**config.mk**
```make
export PLATFORM = sky130hd
export DESIGN_NAME = preemptive_priority_scheduler
export DESIGN_NICKNAME = d
export VERILOG_FILES = /design/src/pps_pkg.sv /design/src/pps_mem.sv /design/src/pps_pick.sv /design/src/preemptive_priority_scheduler.sv
export SDC_FILE = /design/constraint.sdc
export NUM_CORES = 1
export LEC_CHECK = 0
export ABC_AREA = 1
export BUFFER_PORTS_ARGS = -buffer_cell sky130_fd_sc_hd__buf_2
export CAP_MARGIN = 10
export CORE_ASPECT_RATIO = 1.4
export CORE_MARGIN = 8
export CORE_UTILIZATION = 40
export CTS_BUF_LIST = sky130_fd_sc_hd__clkbuf_8
export DETAILED_ROUTE_END_ITERATION = 8
export MAX_ROUTING_LAYER = met4
export PLACE_DENSITY = 0.57
export SYNTH_ARGS = -nofsm -noshare
export SYNTH_HDL_FRONTEND = slang
export SYNTH_SLANG_ARGS = --single-unit
```
**constraint.sdc**
```tcl
create_clock -name i_clk -period 4.7 [get_ports i_clk]
set_input_delay 0.94 -clock i_clk [delete_from_list [all_inputs] [get_ports i_clk]]
set_output_delay 0.94 -clock i_clk [all_outputs]
set_load 0.01 [all_outputs]
```
**src/pps_pkg.sv**
```systemverilog
// shared types, constants and helpers of the priority scheduler
package pps_pkg;

    localparam int NUM_PROCS_DEF = 8;
    localparam int ID_W          = 8;
    localparam int TIME_W        = 16;
    localparam int SLOT_W        = 3;

    localparam logic CMD_LOAD = 1'b0;
    localparam logic CMD_TICK = 1'b1;

    localparam logic [TIME_W-1:0] TICK_MAX = '1;

    typedef struct packed {
        logic [ID_W-1:0]   id;
        logic [TIME_W-1:0] burst;
        logic [TIME_W-1:0] arrival;
        logic [TIME_W-1:0] priority_level;
    } t_entry;

    function automatic logic [TIME_W-1:0] sat_inc(input logic [TIME_W-1:0] v);
        logic [TIME_W-1:0] r;
        r = (v == TICK_MAX) ? TICK_MAX : v + TIME_W'(1);
        return r;
    endfunction

endpackage

```
**src/pps_mem.sv**
```systemverilog
// process table memory with per-slot valid bits and a registered read port
module pps_mem #(
    parameter int NUM_PROCS = pps_pkg::NUM_PROCS_DEF,
    parameter int AW        = $clog2(NUM_PROCS)
) (
    input  logic             i_clk,
    input  logic             i_rst_n,
    input  logic             i_wr_en,
    input  logic [AW-1:0]    i_wr_addr,
    input  pps_pkg::t_entry  i_wr_data,
    input  logic             i_rd_en,
    input  logic [AW-1:0]    i_rd_addr,
    output pps_pkg::t_entry  o_rd_data
);

    pps_pkg::t_entry        r_mem [NUM_PROCS];
    logic [NUM_PROCS-1:0]   r_valid;
    pps_pkg::t_entry        r_rd_data;
    logic                   r_rd_live;

    always_ff @(posedge i_clk) begin
        if (i_wr_en) begin
            r_mem[i_wr_addr] <= i_wr_data;
        end
        if (i_rd_en) begin
            r_rd_data <= r_mem[i_rd_addr];
        end
    end

    always_ff @(posedge i_clk) begin
        if (!i_rst_n) begin
            r_valid   <= '0;
            r_rd_live <= 1'b0;
        end else begin
            if (i_wr_en) begin
                r_valid[i_wr_addr] <= 1'b1;
            end
            if (i_rd_en) begin
                r_rd_live <= r_valid[i_rd_addr];
            end
        end
    end

    // a slot never written reads as empty
    assign o_rd_data = r_rd_live ? r_rd_data : '0;

endmodule

```
**src/pps_pick.sv**
```systemverilog
// running selection of the best ready slot during a table scan
module pps_pick #(
    parameter int NUM_PROCS = pps_pkg::NUM_PROCS_DEF,
    parameter int AW        = $clog2(NUM_PROCS)
) (
    input  logic                          i_clk,
    input  logic                          i_rst_n,
    input  logic                          i_clear,
    input  logic                          i_cmp_en,
    input  logic [AW-1:0]                 i_cmp_slot,
    input  pps_pkg::t_entry               i_entry,
    input  logic [pps_pkg::TIME_W-1:0]    i_tick,
    output logic                          o_found,
    output logic [AW-1:0]                 o_slot,
    output pps_pkg::t_entry               o_entry
);

    logic            r_found;
    logic [AW-1:0]   r_slot;
    pps_pkg::t_entry r_entry;
    logic            w_ready;
    logic            w_take;

    assign w_ready = (i_entry.burst != '0) && (i_tick >= i_entry.arrival);
    // later slots win ties, hence <=
    assign w_take  = i_cmp_en && w_ready &&
                     (!r_found || (i_entry.priority_level <= r_entry.priority_level));

    always_ff @(posedge i_clk) begin
        if (!i_rst_n) begin
            r_found <= 1'b0;
        end else if (i_clear) begin
            r_found <= 1'b0;
        end else if (w_take) begin
            r_found <= 1'b1;
        end
    end

    always_ff @(posedge i_clk) begin
        if (w_take) begin
            r_slot  <= i_cmp_slot;
            r_entry <= i_entry;
        end
    end

    assign o_found = r_found;
    assign o_slot  = r_slot;
    assign o_entry = r_entry;

endmodule

```
**src/preemptive_priority_scheduler.sv**
```systemverilog
// preemptive priority scheduler top level: command sequencer, tick counter, results
//
// One command channel: a request is taken at a rising edge with start high and
// busy low. command = load writes the given slot (slot_index beyond the table
// is ignored); command = tick runs one time step over the table.
// Every request yields exactly one result, shown for one cycle with o_done high.
// A load's result carries all fields zero and appears the cycle after the
// request; busy stays low, so loads can be issued every cycle.
// A tick reads the table memory one slot per cycle (a single read port with a
// registered read), keeps the best ready slot, then writes the decremented burst
// back in a write-back state. busy stays high through the scan and the write-back,
// and the result shows in the first cycle with busy low, so a new tick is taken
// only once the last one is through. The scan over the memory port takes longest.
// An idle tick (no ready slot) still advances the tick counter, which saturates
// at 65535, and reports o_selected_valid low with all fields zero.
// Reset (synchronous, active low) empties every slot through the valid bits
// at once and clears the tick counter; no clearing pass is needed.
// Results cannot be held off: the receiver must take o_done when it shows.
module preemptive_priority_scheduler #(
    parameter int NUM_PROCS = pps_pkg::NUM_PROCS_DEF
) (
    input  logic                          i_clk,
    input  logic                          i_rst_n,
    input  logic                          start,
    output logic                          busy,
    input  logic                          i_command,
    input  logic [pps_pkg::SLOT_W-1:0]    i_slot_index,
    input  logic [pps_pkg::ID_W-1:0]      i_process_id,
    input  logic [pps_pkg::TIME_W-1:0]    i_burst_length,
    input  logic [pps_pkg::TIME_W-1:0]    i_arrival_time,
    input  logic [pps_pkg::TIME_W-1:0]    i_priority_level,
    output logic                          o_done,
    output logic                          o_selected_valid,
    output logic [pps_pkg::ID_W-1:0]      o_selected_id,
    output logic [pps_pkg::SLOT_W-1:0]    o_selected_slot,
    output logic                          o_finished,
    output logic [pps_pkg::TIME_W-1:0]    o_finish_time
);

    localparam int AW = $clog2(NUM_PROCS);
    localparam int CW = $clog2(NUM_PROCS + 1);
    localparam int WW = (AW > pps_pkg::SLOT_W) ? AW : pps_pkg::SLOT_W;

    localparam logic [1:0] S_IDLE = 2'd0;
    localparam logic [1:0] S_SCAN = 2'd1;
    localparam logic [1:0] S_WB   = 2'd2;

    logic [1:0]                  r_state, n_state;
    logic [CW-1:0]               r_idx, n_idx;
    logic                        r_cmp, n_cmp;
    logic [AW-1:0]               r_cmp_slot, n_cmp_slot;
    logic [pps_pkg::TIME_W-1:0]  r_tick, n_tick;

    logic                        r_done;
    logic                        r_sel_valid;
    logic [pps_pkg::ID_W-1:0]    r_sel_id;
    logic [pps_pkg::SLOT_W-1:0]  r_sel_slot;
    logic                        r_finished;
    logic [pps_pkg::TIME_W-1:0]  r_finish_time;

    logic                        w_accept;
    logic [WW-1:0]               w_slot_ext;
    logic                        w_slot_ok;
    logic                        w_wr_en;
    logic [AW-1:0]               w_wr_addr;
    pps_pkg::t_entry             w_wr_data;
    logic                        w_rd_en;
    logic [AW-1:0]               w_rd_addr;
    pps_pkg::t_entry             w_rd_data;
    logic                        w_clear;
    logic                        w_found;
    logic [AW-1:0]               w_best_slot;
    pps_pkg::t_entry             w_best;
    logic [WW-1:0]               w_best_ext;

    assign busy       = (r_state != S_IDLE);
    assign w_accept   = start && !busy;
    assign w_slot_ext = WW'(i_slot_index);
    assign w_slot_ok  = ({{(32 - WW){1'b0}}, w_slot_ext} < 32'(NUM_PROCS));
    assign w_best_ext = WW'(w_best_slot);

    pps_mem #(
        .NUM_PROCS (NUM_PROCS),
        .AW        (AW)
    ) u_mem (
        .i_clk     (i_clk),
        .i_rst_n   (i_rst_n),
        .i_wr_en   (w_wr_en),
        .i_wr_addr (w_wr_addr),
        .i_wr_data (w_wr_data),
        .i_rd_en   (w_rd_en),
        .i_rd_addr (w_rd_addr),
        .o_rd_data (w_rd_data)
    );

    pps_pick #(
        .NUM_PROCS (NUM_PROCS),
        .AW        (AW)
    ) u_pick (
        .i_clk      (i_clk),
        .i_rst_n    (i_rst_n),
        .i_clear    (w_clear),
        .i_cmp_en   (r_cmp),
        .i_cmp_slot (r_cmp_slot),
        .i_entry    (w_rd_data),
        .i_tick     (r_tick),
        .o_found    (w_found),
        .o_slot     (w_best_slot),
        .o_entry    (w_best)
    );

    always_comb begin
        n_state    = r_state;
        n_idx      = r_idx;
        n_cmp      = 1'b0;
        n_cmp_slot = r_cmp_slot;
        n_tick     = r_tick;
        w_wr_en    = 1'b0;
        w_wr_addr  = w_slot_ext[AW-1:0];
        w_wr_data.id             = i_process_id;
        w_wr_data.burst          = i_burst_length;
        w_wr_data.arrival        = i_arrival_time;
        w_wr_data.priority_level = i_priority_level;
        w_rd_en    = 1'b0;
        w_rd_addr  = r_idx[AW-1:0];
        w_clear    = 1'b0;
        unique case (r_state)
            S_IDLE: begin
                if (w_accept && (i_command == pps_pkg::CMD_LOAD)) begin
                    w_wr_en = w_slot_ok;
                end else if (w_accept) begin
                    // first read goes out with the request
                    w_clear    = 1'b1;
                    w_rd_en    = 1'b1;
                    w_rd_addr  = '0;
                    n_idx      = CW'(1);
                    n_cmp      = 1'b1;
                    n_cmp_slot = '0;
                    n_state    = S_SCAN;
                end
            end
            S_SCAN: begin
                if (r_idx == CW'(NUM_PROCS)) begin
                    n_state = S_WB;
                end else begin
                    w_rd_en    = 1'b1;
                    n_idx      = r_idx + CW'(1);
                    n_cmp      = 1'b1;
                    n_cmp_slot = r_idx[AW-1:0];
                end
            end
            S_WB: begin
                w_wr_en         = w_found;
                w_wr_addr       = w_best_slot;
                w_wr_data       = w_best;
                w_wr_data.burst = w_best.burst - pps_pkg::TIME_W'(1);
                n_tick          = pps_pkg::sat_inc(r_tick);
                n_state         = S_IDLE;
            end
            default: begin
                n_state = S_IDLE;
            end
        endcase
    end

    always_ff @(posedge i_clk) begin
        if (!i_rst_n) begin
            r_state <= S_IDLE;
            r_idx   <= '0;
            r_cmp   <= 1'b0;
            r_tick  <= '0;
            r_done  <= 1'b0;
        end else begin
            r_state <= n_state;
            r_idx   <= n_idx;
            r_cmp   <= n_cmp;
            r_tick  <= n_tick;
            r_done  <= (w_accept && (i_command == pps_pkg::CMD_LOAD)) ||
                       (r_state == S_WB);
        end
    end

    always_ff @(posedge i_clk) begin
        r_cmp_slot <= n_cmp_slot;
        if (r_state == S_WB && w_found) begin
            r_sel_valid   <= 1'b1;
            r_sel_id      <= w_best.id;
            r_sel_slot    <= w_best_ext[pps_pkg::SLOT_W-1:0];
            r_finished    <= (w_best.burst == pps_pkg::TIME_W'(1));
            r_finish_time <= (w_best.burst == pps_pkg::TIME_W'(1)) ?
                             pps_pkg::sat_inc(r_tick) : '0;
        end else begin
            r_sel_valid   <= 1'b0;
            r_sel_id      <= '0;
            r_sel_slot    <= '0;
            r_finished    <= 1'b0;
            r_finish_time <= '0;
        end
    end

    assign o_done           = r_done;
    assign o_selected_valid = r_sel_valid;
    assign o_selected_id    = r_sel_id;
    assign o_selected_slot  = r_sel_slot;
    assign o_finished       = r_finished;
    assign o_finish_time    = r_finish_time;

endmodule

```
; After elaboration in Yosys (flattened, before gate mapping)
; Memory sizes are Yosys's and may differ from the RTL's. A register that Yosys moved wholly into a read port is not among the register bits.
; Cells that the tools add are included.
[totals]
regBits = 125
mem_bits_rw = 448
wordCells = 92
memories = 1
[op_classes]
n_addsub = 3
n_lt_le_gt_ge = 5
eq_ne = 9
n_mux = 33
bitwise_logic = 3
reduce_logical = 19
[memory_table]
columns = memory, depth, width, read_ports, rd_ports_with_merged_regs, wr, line_no
row1 = u_mem.r_mem, 8, 56, 1, 1, 1, pps_mem.sv:16  ; pps_pkg::t_entry r_mem [NUM_PROCS];
[op_table]
columns = cell, count
row1 = 56-bit two-way mux, 1
row2 = 48-bit two-way mux, 1
row3 = 3-bit two-way mux, 7
row4 = "16-bit by 1-bit adder with 16-bit output, second input constant", 1
row5 = "16-bit by 1-bit == test with 1-bit output, second input constant", 1
row6 = "16-bit == test, second input constant", 1
row7 = 16-bit greater-or-equal comparator, 1
row8 = 16-bit <= comparator, 1
row9 = 16-bit two-way mux, 1
row10 = 16-bit nonzero test, 1
row11 = "16-bit by 1-bit subtractor with 16-bit output, second input constant", 1
row12 = 4-bit two-way mux, 3
row13 = 1-bit two-way mux, 10
row14 = "3-bit by 4-bit < comparator with 1-bit output, second input constant", 2
row15 = "2-bit inequality test, second input constant", 4
row16 = 8-bit bitwise OR, 1
row17 = 4-bit one-hot mux with 2 select lines, 1
row18 = 1-bit logical AND, 7
row19 = 2-bit two-way mux, 3
row20 = 3-bit one-hot mux with 2 select lines, 1
row21 = "4-bit by 1-bit adder with 4-bit output, second input constant", 1
row22 = "4-bit == test, second input constant", 1
row23 = 1-bit one-hot mux with 2 select lines, 2
row24 = 2-bit one-hot mux with 2 select lines, 1
row25 = 14 further kinds, 18

; Depth between registers and ports, before layout
; Gate-level depths: netlist (run 1).
[depth]
word_depth = 8
mapped_depth = 16
depth_no_buf = 14

; Hierarchy
; From an unflattened synthesis (run 1), not the netlist that was laid out.
[hier_totals]
hier_cells = 2283
hier_area_um2 = 26045.0
[by_module_without_submodules]
columns = mod, instances, cells_each, area_per_inst_um2, seq_area_each_um2
row1 = pps_mem, 1, 1511, 19971.7, 15314.7
row2 = preemptive_priority_scheduler, 1, 556, 3338.2, 1151.1
row3 = pps_pick, 1, 216, 2735.1, 1791.7

; Worst setup path after synthesis (run 1)
; Ideal clock, no wire load.
[synth_path]
kind = register to register
startpoint = reg u_mem.r_rd_live
endpoint = reg u_pick.r_entry (netlist bit u_pick.o_entry[0]) (enable)
t_arrival_ns = 4.222
setup_slack_ns = 0.002
stages_incl_launch_ff = 12
cell_sequence = dfxtp_1 > clkbuf_1 > clkbuf_1 > nand2_1 > ha_1 > nand2_1 > o21bai_1 > a21oi_1 > nor2_1 > nand2_1 > nand2_1 > nor2_1
[synth_via]
elab_chain_len = 5
word_cells_on_any_way = 8
[synth_lines]
columns = element, line_no
row1 = start: declaration, pps_mem.sv:19  ; logic r_rd_live;
row2 = start signal: assignment, pps_mem.sv:39  ; r_rd_live <= r_valid[i_rd_addr];
row3 = 48-bit two-way mux (*), pps_mem.sv:45  ; assign o_rd_data = r_rd_live ? r_rd_data : '0;
row4 = 16-bit greater-or-equal comparator / 16-bit nonzero test (equally long branches), pps_pick.sv:24  ; assign w_ready = (i_entry.burst != '0) && (i_tick >= i_entry.arrival);
row5 = 1-bit logical AND, pps_pick.sv:24
row6 = 1-bit logical AND, pps_pick.sv:26  ; assign w_take = i_cmp_en && w_ready &&
row7 = 1-bit logical AND (*), pps_pick.sv:26
row8 = net u_pick.w_take, pps_pick.sv:22  ; logic w_take;
row9 = end signal: assignment, pps_pick.sv:42  ; r_entry <= i_entry;
row10 = end: declaration, pps_pick.sv:20  ; pps_pkg::t_entry r_entry;
; The timed path passes the listed nets; every way through them passes the cells marked *.
; A chain may end at the register's enable or synchronous reset.

; Worst setup path after layout (run 1)
[layout_path]
startpoint = reg r_state[1]
endpoint = mem u_mem.r_mem[2][22] (netlist bit) (enable)
[layout_via]
elab_chain_len = 8
word_cells_on_any_way = 11
[layout_lines]
columns = element, line_no
row1 = start: declaration, preemptive_priority_scheduler.sv:48  ; logic [1:0] r_state, n_state;
row2 = start signal: assignment, preemptive_priority_scheduler.sv:174  ; r_state <= n_state;
row3 = 2-bit nonzero test, preemptive_priority_scheduler.sv:76  ; assign busy = (r_state != S_IDLE);
row4 = 1-bit zero test, preemptive_priority_scheduler.sv:77  ; assign w_accept = start && !busy;
row5 = 1-bit logical AND, preemptive_priority_scheduler.sv:77
row6 = 1-bit logical AND, preemptive_priority_scheduler.sv:129  ; if (w_accept && (i_command == pps_pkg::CMD_LOAD)) begin
row7 = 1-bit two-way mux, preemptive_priority_scheduler.sv:129
row8 = 1-bit one-hot mux with 2 select lines, preemptive_priority_scheduler.sv:127  ; unique case (r_state)
row9 = 1-bit two-way mux, pps_mem.sv:22  ; if (i_wr_en) begin
row10 = 1-bit two-way mux (implied by the code), pps_mem.sv:23  ; r_mem[i_wr_addr] <= i_wr_data;
row11 = end: declaration, pps_mem.sv:16
; Parallel ways exist; a longest one is shown, timed or not.

==> results of run 1 <==
area by class of cell:
cell class                      instances  share of cell area [%]
Sequential cell                       629                    62.9
Tap cell                              840                    3.62
Antenna cell                            1                 0.00862
Timing Repair Buffer                  125                    2.90
Multi-Input combinational cell       1356                    22.5
Inverter                              169                    2.20
Clock buffer                           99                    4.69
Clock inverter                         72                    1.15
cell families after synthesis:
kind of cell / Yosys count / synth area share [%]
adders and majority gates: 37 / 1.78
and+or+nand+nor: 966 / 15.6
DFF: 629 / 70.3
xor gates and xnor gates: 11 / 0.371
buffers and inverters: 281 / 4.65
AOI/OAI and AO/OA: 342 / 7.26
through the flow:
step | hold slack [ns] | utilization (%) | power [mW] | worst slack, ns | cells
CTS | 0.428 | 45.2 | 11.2 | 1.49 | 3290
detailed placement | 0.412 | 42.5 | 7.09 | 1.45 | 3119
global route | 0.437 | 45.2 | 11.5 | 1.30 | 3291
finish | 0.426 | 45.2 | 11.1 | 1.47 | 3291
floorplan | 0.400 | - | 6.84 | 0.00193 | 2266
global placement | 0.405 | 42.5 | 7.08 | 1.49 | 3119
state kept, by name, indices dropped and copies added, names as in the netlist:
signal and flops:
u_mem.r_mem 448, u_mem.r_rd_data 56, u_pick.o_entry 56, o_finish_time 16, r_tick 16, o_selected_id 8, u_mem.r_valid 8, r_idx 4
o_selected_slot 3, r_cmp_slot 3, u_pick.o_slot 3, r_state 2, o_done 1, o_finished 1, o_selected_valid 1, r_cmp 1
u_mem.r_rd_live 1, u_pick.o_found 1
cell usage after synthesis (16+ instances only):
library cell | n | area, um2
nand3_1 | 143 | 716
edfxtp_1 | 566 | 17000
nor3_1 | 16 | 80.1
nand2_1 | 461 | 1730
nor2_1 | 261 | 980
o21ai_0 | 113 | 566
dfxtp_1 | 63 | 1260
clkbuf_1 | 51 | 191
inv_1 | 164 | 616
or2_2 | 59 | 369
buf_2 | 30 | 150
ha_1 | 37 | 463
a21oi_1 | 157 | 786
o211ai_1 | 61 | 458
power breakdown:
| group | total, mW | leakage, nW | internal, mW | switching [mW] |
|---|---|---|---|---|
| combinational | 0.680 | 4.57 | 0.193 | 0.487 |
| clock | 4.08 | 0.996 | 2.01 | 2.08 |
| sequential | 6.29 | 5.69 | 6.23 | 0.0563 |
| total | 11.1 | 11.3 | 8.43 | 2.62 |
layer usage:
metal,track usage (%),vias up,share of wire (%)
li1,-,8047,-
met1,22.0,8313,41
met2,31.0,565,50
met3,2.71,120,5.8
met4,7.66,0,3.1
met5,-,-,0
critical path, cell delays in order, from the launching register on:
cell     delay, ns
dfxtp_1       0.44
nand2_4       0.23
nor2_1        0.30
inv_1         0.38
nand2_1       0.35
nand3_1       0.15
inv_2         0.67
buf_4         0.34
worst max path at each step:
stage / slack (ns) / depth (start not counted) / endpoint
floorplan: 0.002 / 11 / u_pick.o_entry[0]$_DFFE_PP_
global placement: 1.49 / 8 / u_mem.r_rd_data[37]$_DFFE_PP_
detailed placement: 1.45 / 8 / u_mem.r_rd_data[37]$_DFFE_PP_
CTS: 1.49 / 7 / u_mem.r_mem[2][22]$_DFFE_PP_
global route: 1.30 / 7 / u_mem.r_mem[2][22]$_DFFE_PP_
finish: 1.47 / 7 / u_mem.r_mem[2][22]$_DFFE_PP_
==> flow_summary.rst, run 1 <==
.. list-table::
   :header-rows: 1

   * - Metric
     - Value
   * - Result of the run
     - finished, final reports clean
   * - Class of the worst hold path
     - register to register
   * - Detail Route Antenna Nets
     - 0
   * - Post-synthesis register bit count
     - 629
   * - Layout net count
     - 2474
   * - Arr. time, crit path
     - 3.59 ns
   * - Clock buffers created by TritonCTS
     - 93
   * - Required time of the critical path
     - 5.06 ns
   * - Post-synthesis cell count
     - 2266
   * - Post-CTS repair timing setup buffer count
     - 0
   * - First-iteration detailed-routing DRC count
     - 1311
   * - Number of primary I/O pins
     - 94
   * - Number of enable flip-flop cells after synthesis
     - 566
   * - End point of the most critical hold path
     - u_pick.o_slot[1]$_DFFE_PP_
   * - Share of synthesized registers carrying an async set or reset
     - 0%
   * - Setup crit start kind
     - register
   * - Detailed-route wire length per cell
     - 20.2 um
   * - H-tree depth reported by CTS
     - 3
   * - RSZ-0062 raised after global routing
     - false
   * - Part of the Yosys area used for sequential elements
     - 70.3%
   * - Vias in the first global route
     - 17400
   * - Starting density of the core
     - 40.4%
   * - Area of the mapped netlist
     - 26000 um2
   * - Post-detail-place hpwl
     - 38.4 mm
   * - Number of unique standard cell types used by synthesis
     - 37
   * - Clock tree from TritonCTS
     - done
   * - Worst-case vdd ir drop
     - 0.195 mV
   * - Net count after synthesis
     - 2366
   * - Type of element capturing the critical path
     - register
   * - Overflow left after global routing
     - 0
   * - Maximum fanout encountered on the critical timing path
     - 29
   * - Total number of yosys warnings
     - 0
   * - Mean cell area of the mapped netlist
     - 11.5 um2
   * - Clk_lat worst skew
     - 0.70 ns
   * - Fill cells
     - 5805
   * - Row count
     - 110
   * - Number of sinks on the clock net
     - 629
   * - F_max
     - 310 MHz
   * - Detail-routed via count per cell
     - 5.18
   * - Worst reg-to-reg path cell count
     - 7
   * - Horiz. Die Dim
     - 231 um
   * - Via count
     - 17000
   * - DRT Wirelength
     - 66.4 mm
   * - First-pass GRT wire length
     - 102 mm
   * - Worst flop-to-flop path startpoint
     - r_state[1]$_SDFFE_PN0P_
   * - Proportion of layout cells with a drive suffix above 1
     - 13.2%
   * - Most frequent cells in the layout
     - edfxtp_1, nand2_1, nor2_1
   * - Setup violators final
     - 0
   * - Most frequently used flop master after synthesis
     - edfxtp_1
   * - Max Cap Violations
     - 0
   * - Hold Startpoint
     - r_cmp_slot[1]$_SDFFCE_PN0P_
   * - Category of the critical setup timing path
     - register to register
   * - Final Hold Vio Count
     - 0
   * - Least-Margin Pin Slew
     - 1.09 ns
   * - Sum of negative setup slack
     - 0 ns
   * - Tot GR Track Use
     - 18.5%
   * - Number of antenna violations at the first check in global routing
     - 2
   * - Die height
     - 317 um
   * - Critical register-to-register path endpoint
     - u_mem.r_mem[2][22]$_DFFE_PP_
   * - Weighted congestion at the end of routability-driven global placement
     - 0.828
   * - PD cells
     - 381 nW/um2
   * - Final number of max-transition violations
     - 0
   * - Summed area of non-filler cells in the final layout
     - 29000 um2
   * - Cell at the root of the clock tree
     - clkbuf_8
   * - Final setup skew
     - 0.0455 ns
   * - Core box area
     - 64300 um2
   * - Rel. slew slack
     - 27.1%
   * - Sequential cell area in the final layout
     - 18300 um2
   * - Most frequent standard cell in the layout excluding fill and tap cells
     - edfxtp_1
   * - Clock Pin Slew Worst Setup and Hold Paths
     - 0.07 ns
   * - Resize count post-CTS
     - 0
   * - Maximum number of pins on one net before global-route repair
     - 151
   * - Area added between synthesis and finish
     - 11.8%
   * - Hold-critical path depth
     - 0
   * - Final worst path period need
     - 3.23 ns
   * - # DRC
     - 0
   * - Placed standard-cell area
     - 27300 um2
   * - Post-route fraction of the period consumed by the critical path
     - 68.7%
   * - Worst reg-to-reg setup slack
     - 1.47 ns
   * - IO Port Bufs
     - 93
   * - Leak pwr
     - 11.3 nW
   * - Multi-input gate area
     - 6540 um2
   * - Maximum clock insertion buffer count
     - 3
   * - Die ar.
     - 73400 um2
   * - Post-CTS Hold Buffers
     - 0
   * - Source of the critical timing path
     - r_state[1]$_SDFFE_PN0P_
   * - Initial DRT Pass Iterations
     - 5
Note: power is estimated with default switching activity, not from simulation.
==> inputs of run 2 (changes only) <==
Settings changed: ABC_AREA 1 to 0, PLACE_DENSITY 0.57 to 0.55.
Clock period 4.7 ns to 3.04 ns, I/O delays scaled along.
==> run 2 against run 1 <==
Net effect: combinational power is 27% higher; synthesized cell count shrank 17%; largest cell class unchanged; sequential share of layout area fell by 0.79 points; clock-buffer cell count is 1 higher; core utilization rose by 0.88 points; sequential cell count did not move; largest power group unchanged; clock skew down 0.0077 ns; total power increased by 53%; wire length is 0.78% higher; worst hold slack got worse by 0.13 ns; critical path depth up 2; critical endpoint is now u_pick.o_entry[38]$_DFFE_PP_; register-to-register slack worse by 1.3 ns.
==> flow_summary.rst, run 2 <==
.. list-table::
   :header-rows: 1

   * - Metric
     - Value
   * - DRT Wirelength
     - 66.9 mm (was 66.4 mm)
   * - IO Port Bufs
     - 93 (unchanged)
   * - Clock Pin Slew Worst Setup and Hold Paths
     - 0.07 ns (about the same)
   * - First-pass GRT wire length
     - 100 mm (was 102 mm)
   * - Layout net count
     - 2105 (was 2474)
   * - Area added between synthesis and finish
     - 14.8% (was 11.8%)
   * - Number of enable flip-flop cells after synthesis
     - 566 (unchanged)
   * - Core box area
     - 63900 um2 (was 64300 um2)
   * - Worst-case vdd ir drop
     - 0.306 mV (was 0.195 mV)
   * - Number of primary I/O pins
     - 94 (unchanged)
   * - Required time of the critical path
     - 3.40 ns (was 5.06 ns)
   * - Rel. slew slack
     - 34.6% (was 27.1%)
   * - Part of the Yosys area used for sequential elements
     - 71.3% (was 70.3%)
   * - Leak pwr
     - 10.8 nW (was 11.3 nW)
   * - Most flops, register
     - u_mem.r_mem (unchanged)
   * - Post-synthesis register bit count
     - 629 (unchanged)
   * - F_max
     - 350 MHz (was 310 MHz)
   * - Maximum clock insertion buffer count
     - 3 (unchanged)
   * - Clk_lat worst skew
     - 0.69 ns (was 0.70 ns)
   * - Post-synthesis cell type with the largest combined area
     - edfxtp_1 (unchanged)
   * - Type of element capturing the critical path
     - register (unchanged)
   * - Detailed-route wire length per cell
     - 22.9 um (was 20.2 um)
   * - Dominant cell by count in the synthesized netlist
     - edfxtp_1 (unchanged)
   * - Tot GR Track Use
     - 18.6% (was 18.5%)
   * - Most frequent cells in the layout
     - edfxtp_1, nand2_1, clkbuf_8 (was edfxtp_1, nand2_1, nor2_1)
   * - Flip-flop count of the largest register after layout
     - 448 (unchanged)
   * - Least-Margin Pin Slew
     - 0.971 ns (was 1.09 ns)
   * - Post-synthesis cell count
     - 1879 (was 2266)
   * - Top post-synthesis cells by count
     - edfxtp_1, nand2_1, o21ai_0, clkbuf_1, and3_1 (was edfxtp_1, nand2_1, nor2_1, inv_1, a21oi_1)
   * - Max Cap Violations
     - 0 (unchanged)
   * - Number of placed cells counting well taps
     - 2749 (was 3119)
   * - Compound-cell area share of the yosys netlist
     - 10.5% (was 7.26%)
   * - # DRC
     - 0 (unchanged)
   * - Die height
     - 315 um (was 317 um)
   * - Arr. time, crit path
     - 3.21 ns (was 3.59 ns)
   * - Via count
     - 16000 (was 17000)
   * - Number of unique standard cell types used by synthesis
     - 59 (was 37)
   * - First-iteration detailed-routing DRC count
     - 1280 (was 1311)
   * - Class of the worst hold path
     - primary input to register (was register to register)
   * - Mean cell area of the mapped netlist
     - 13.6 um2 (was 11.5 um2)
   * - Row count
     - 110 (unchanged)
   * - Category of the critical setup timing path
     - register to register (unchanged)
   * - Final worst path period need
     - 2.85 ns (was 3.23 ns)
   * - Post-route non-filler standard cell count
     - 2926 (was 3291)
   * - Post-synthesis simple-gate area fraction
     - 9.99% (was 15.6%)
   * - Net count after synthesis
     - 1979 (was 2366)
   * - Overflow left after global routing
     - 0 (unchanged)
   * - Starting density of the core
     - 40.1% (was 40.4%)
   * - Final Power
     - 16.9 mW (was 11.1 mW)
   * - Final setup skew
     - 0.0379 ns (was 0.0455 ns)
   * - Proportion of layout cells with a drive suffix above 1
     - 17.7% (was 13.2%)
   * - Most frequently used flop master after synthesis
     - edfxtp_1 (unchanged)
   * - Final Hold Vio Count
     - 0 (unchanged)
   * - Die ar.
     - 72500 um2 (was 73400 um2)
   * - Maximum number of pins on one net before global-route repair
     - 99 (was 151)
   * - Total number of yosys warnings
     - 0 (unchanged)
   * - Most frequent standard cell in the layout excluding fill and tap cells
     - edfxtp_1 (unchanged)
   * - Area of the mapped netlist
     - 25600 um2 (was 26000 um2)
   * - Detail-routed via count per cell
     - 5.45 (was 5.18)
   * - Share of synthesized cell area in full adder, half adder and majority cells
     - 1.81% (was 1.78%)
   * - H-tree depth reported by CTS
     - 3 (unchanged)
   * - Detail Route Antenna Nets
     - 0 (unchanged)
   * - Horiz. Die Dim
     - 230 um (was 231 um)
   * - Main combinational cell family by area after synthesis
     - compound AO/OA/AOI/OAI gates (was simple AND/OR/NAND/NOR gates)
   * - Result of the run
     - finished, final reports clean (unchanged)
   * - Maximum fanout encountered on the critical timing path
     - 36 (was 29)
   * - RSZ-0062 raised after global routing
     - false (unchanged)
   * - Setup violators final
     - 0 (unchanged)
   * - Cell at the root of the clock tree
     - clkbuf_8 (unchanged)
   * - Mux share of post-synthesis cell area
     - 2.82% (was 0%)
   * - Top-area cell type share of the netlist area
     - 66.4% (was 65.5%)
   * - Number of sinks on the clock net
     - 629 (unchanged)
   * - Post-route fraction of the period consumed by the critical path
     - 93.9% (was 68.7%)
   * - Vias in the first global route
     - 16300 (was 17400)
   * - Weighted congestion at the end of routability-driven global placement
     - 0.850 (was 0.828)
   * - Final standard cell utilization of the core
     - 46.1% (was 45.2%)
   * - Ranking of synthesized cells by area
     - edfxtp_1, dfxtp_1, nand2_1, mux2_2, a311oi_1 (was edfxtp_1, nand2_1, dfxtp_1, nor2_1, a21oi_1)
   * - Share of the synthesized netlist area taken by xor and xnor gates
     - 0.889% (was 0.371%)
   * - Number of antenna violations at the first check in global routing
     - 3 (was 2)
   * - Post-CTS Hold Buffers
     - 0 (unchanged)
   * - Post-detail-place hpwl
     - 39.6 mm (was 38.4 mm)
   * - Clock buffers created by TritonCTS
     - 94 (was 93)
   * - PD cells
     - 574 nW/um2 (was 381 nW/um2)
   * - Share of synthesized registers carrying an async set or reset
     - 0% (unchanged)
   * - Clock tree from TritonCTS
     - done (unchanged)
   * - Initial DRT Pass Iterations
     - 5 (unchanged)
   * - Final number of max-transition violations
     - 0 (unchanged)
   * - Setup crit start kind
     - register (unchanged)
run 2: critical path: stages, from the launching register on:
cell	delay (ns)
dfxtp_2	0.47
buf_12	0.20
nand2_1	0.10
ha_1	0.30
nand4_1	0.14
or3_1	0.35
a221oi_2	0.20
nor4b_2	0.12
a311oi_4	0.35
buf_12	0.29
run 2: power breakdown:
part	internal, mW	leakage (nW)	switching [mW]
Sequential	9.59	5.77	0.0634
Clock	3.13	1.02	3.23
Combinational	0.280	3.97	0.585
Total	13.0	10.8	3.88
run 2: path summary, 6_finish.rpt:
check,cells past startpoint,end,startpoint,slack [ns]
hold reg to reg,0,u_pick.o_slot[0]$_DFFE_PP_,r_cmp_slot[0]$_SDFFCE_PN0P_,0.39
setup reg to reg,9,u_pick.o_entry[38]$_DFFE_PP_,u_mem.r_rd_live$_SDFFE_PN0P_,0.19
hold / removal,3,o_done$_SDFF_PN0_,start,0.30
setup / recovery,9,u_pick.o_entry[38]$_DFFE_PP_,u_mem.r_rd_live$_SDFFE_PN0P_,0.19
run 2: timing repair:
action | 4_1_cts | 5_1_grt
resized for setup | 0 | 1
endpoints found under the setup margin | 0 | 8
setup buffers | 0 | 0
run 2: kinds of logic (layout without fill, tap and decap cells):
group                      Yosys count  after routing
muxes                               65             65
buffers and inverters              173            377
DFF                                629            629
xor gates and xnor gates            26             26
AOI/OAI and AO/OA                  401            401
adders and majority gates           37             37
and+or+nand+nor                    548            548
other                                0              3
run 2: cell type report:
| type | count | area [um2] |
|---|---|---|
| Timing Repair Buffer | 156 | 1300 |
| Sequential cell | 629 | 18300 |
| Multi-Input combinational cell | 1077 | 6890 |
| Clock buffer | 100 | 1380 |
| Inverter | 47 | 176 |
| Tap cell | 840 | 1050 |
| Antenna cell | 3 | 7.51 |
| Clock inverter | 74 | 340 |
| Fill cell | 5746 | 34500 |
run 2: through the flow:
step	TNS, ns	setup slack, ns	instance area, um2	hold slack (ns)
floorplan	-43.75	-0.741	25800	0.400
global placement	0	0.199	27700	0.403
detailed placement	0	0.169	27700	0.405
CTS	0	0.153	29400	0.236
global route	0	0.0245	29400	0.269
finish	0	0.186	29400	0.299
run 2: per-layer routing:
metal / track usage (%) / vias up / share of wire (%)
li1: - / 7351 / -
met2: 31.8 / 432 / 51
met1: 22.6 / 8081 / 42
met3: 2.85 / 93 / 4.6
met5: - / - / 0
met4: 5.81 / 0 / 1.9
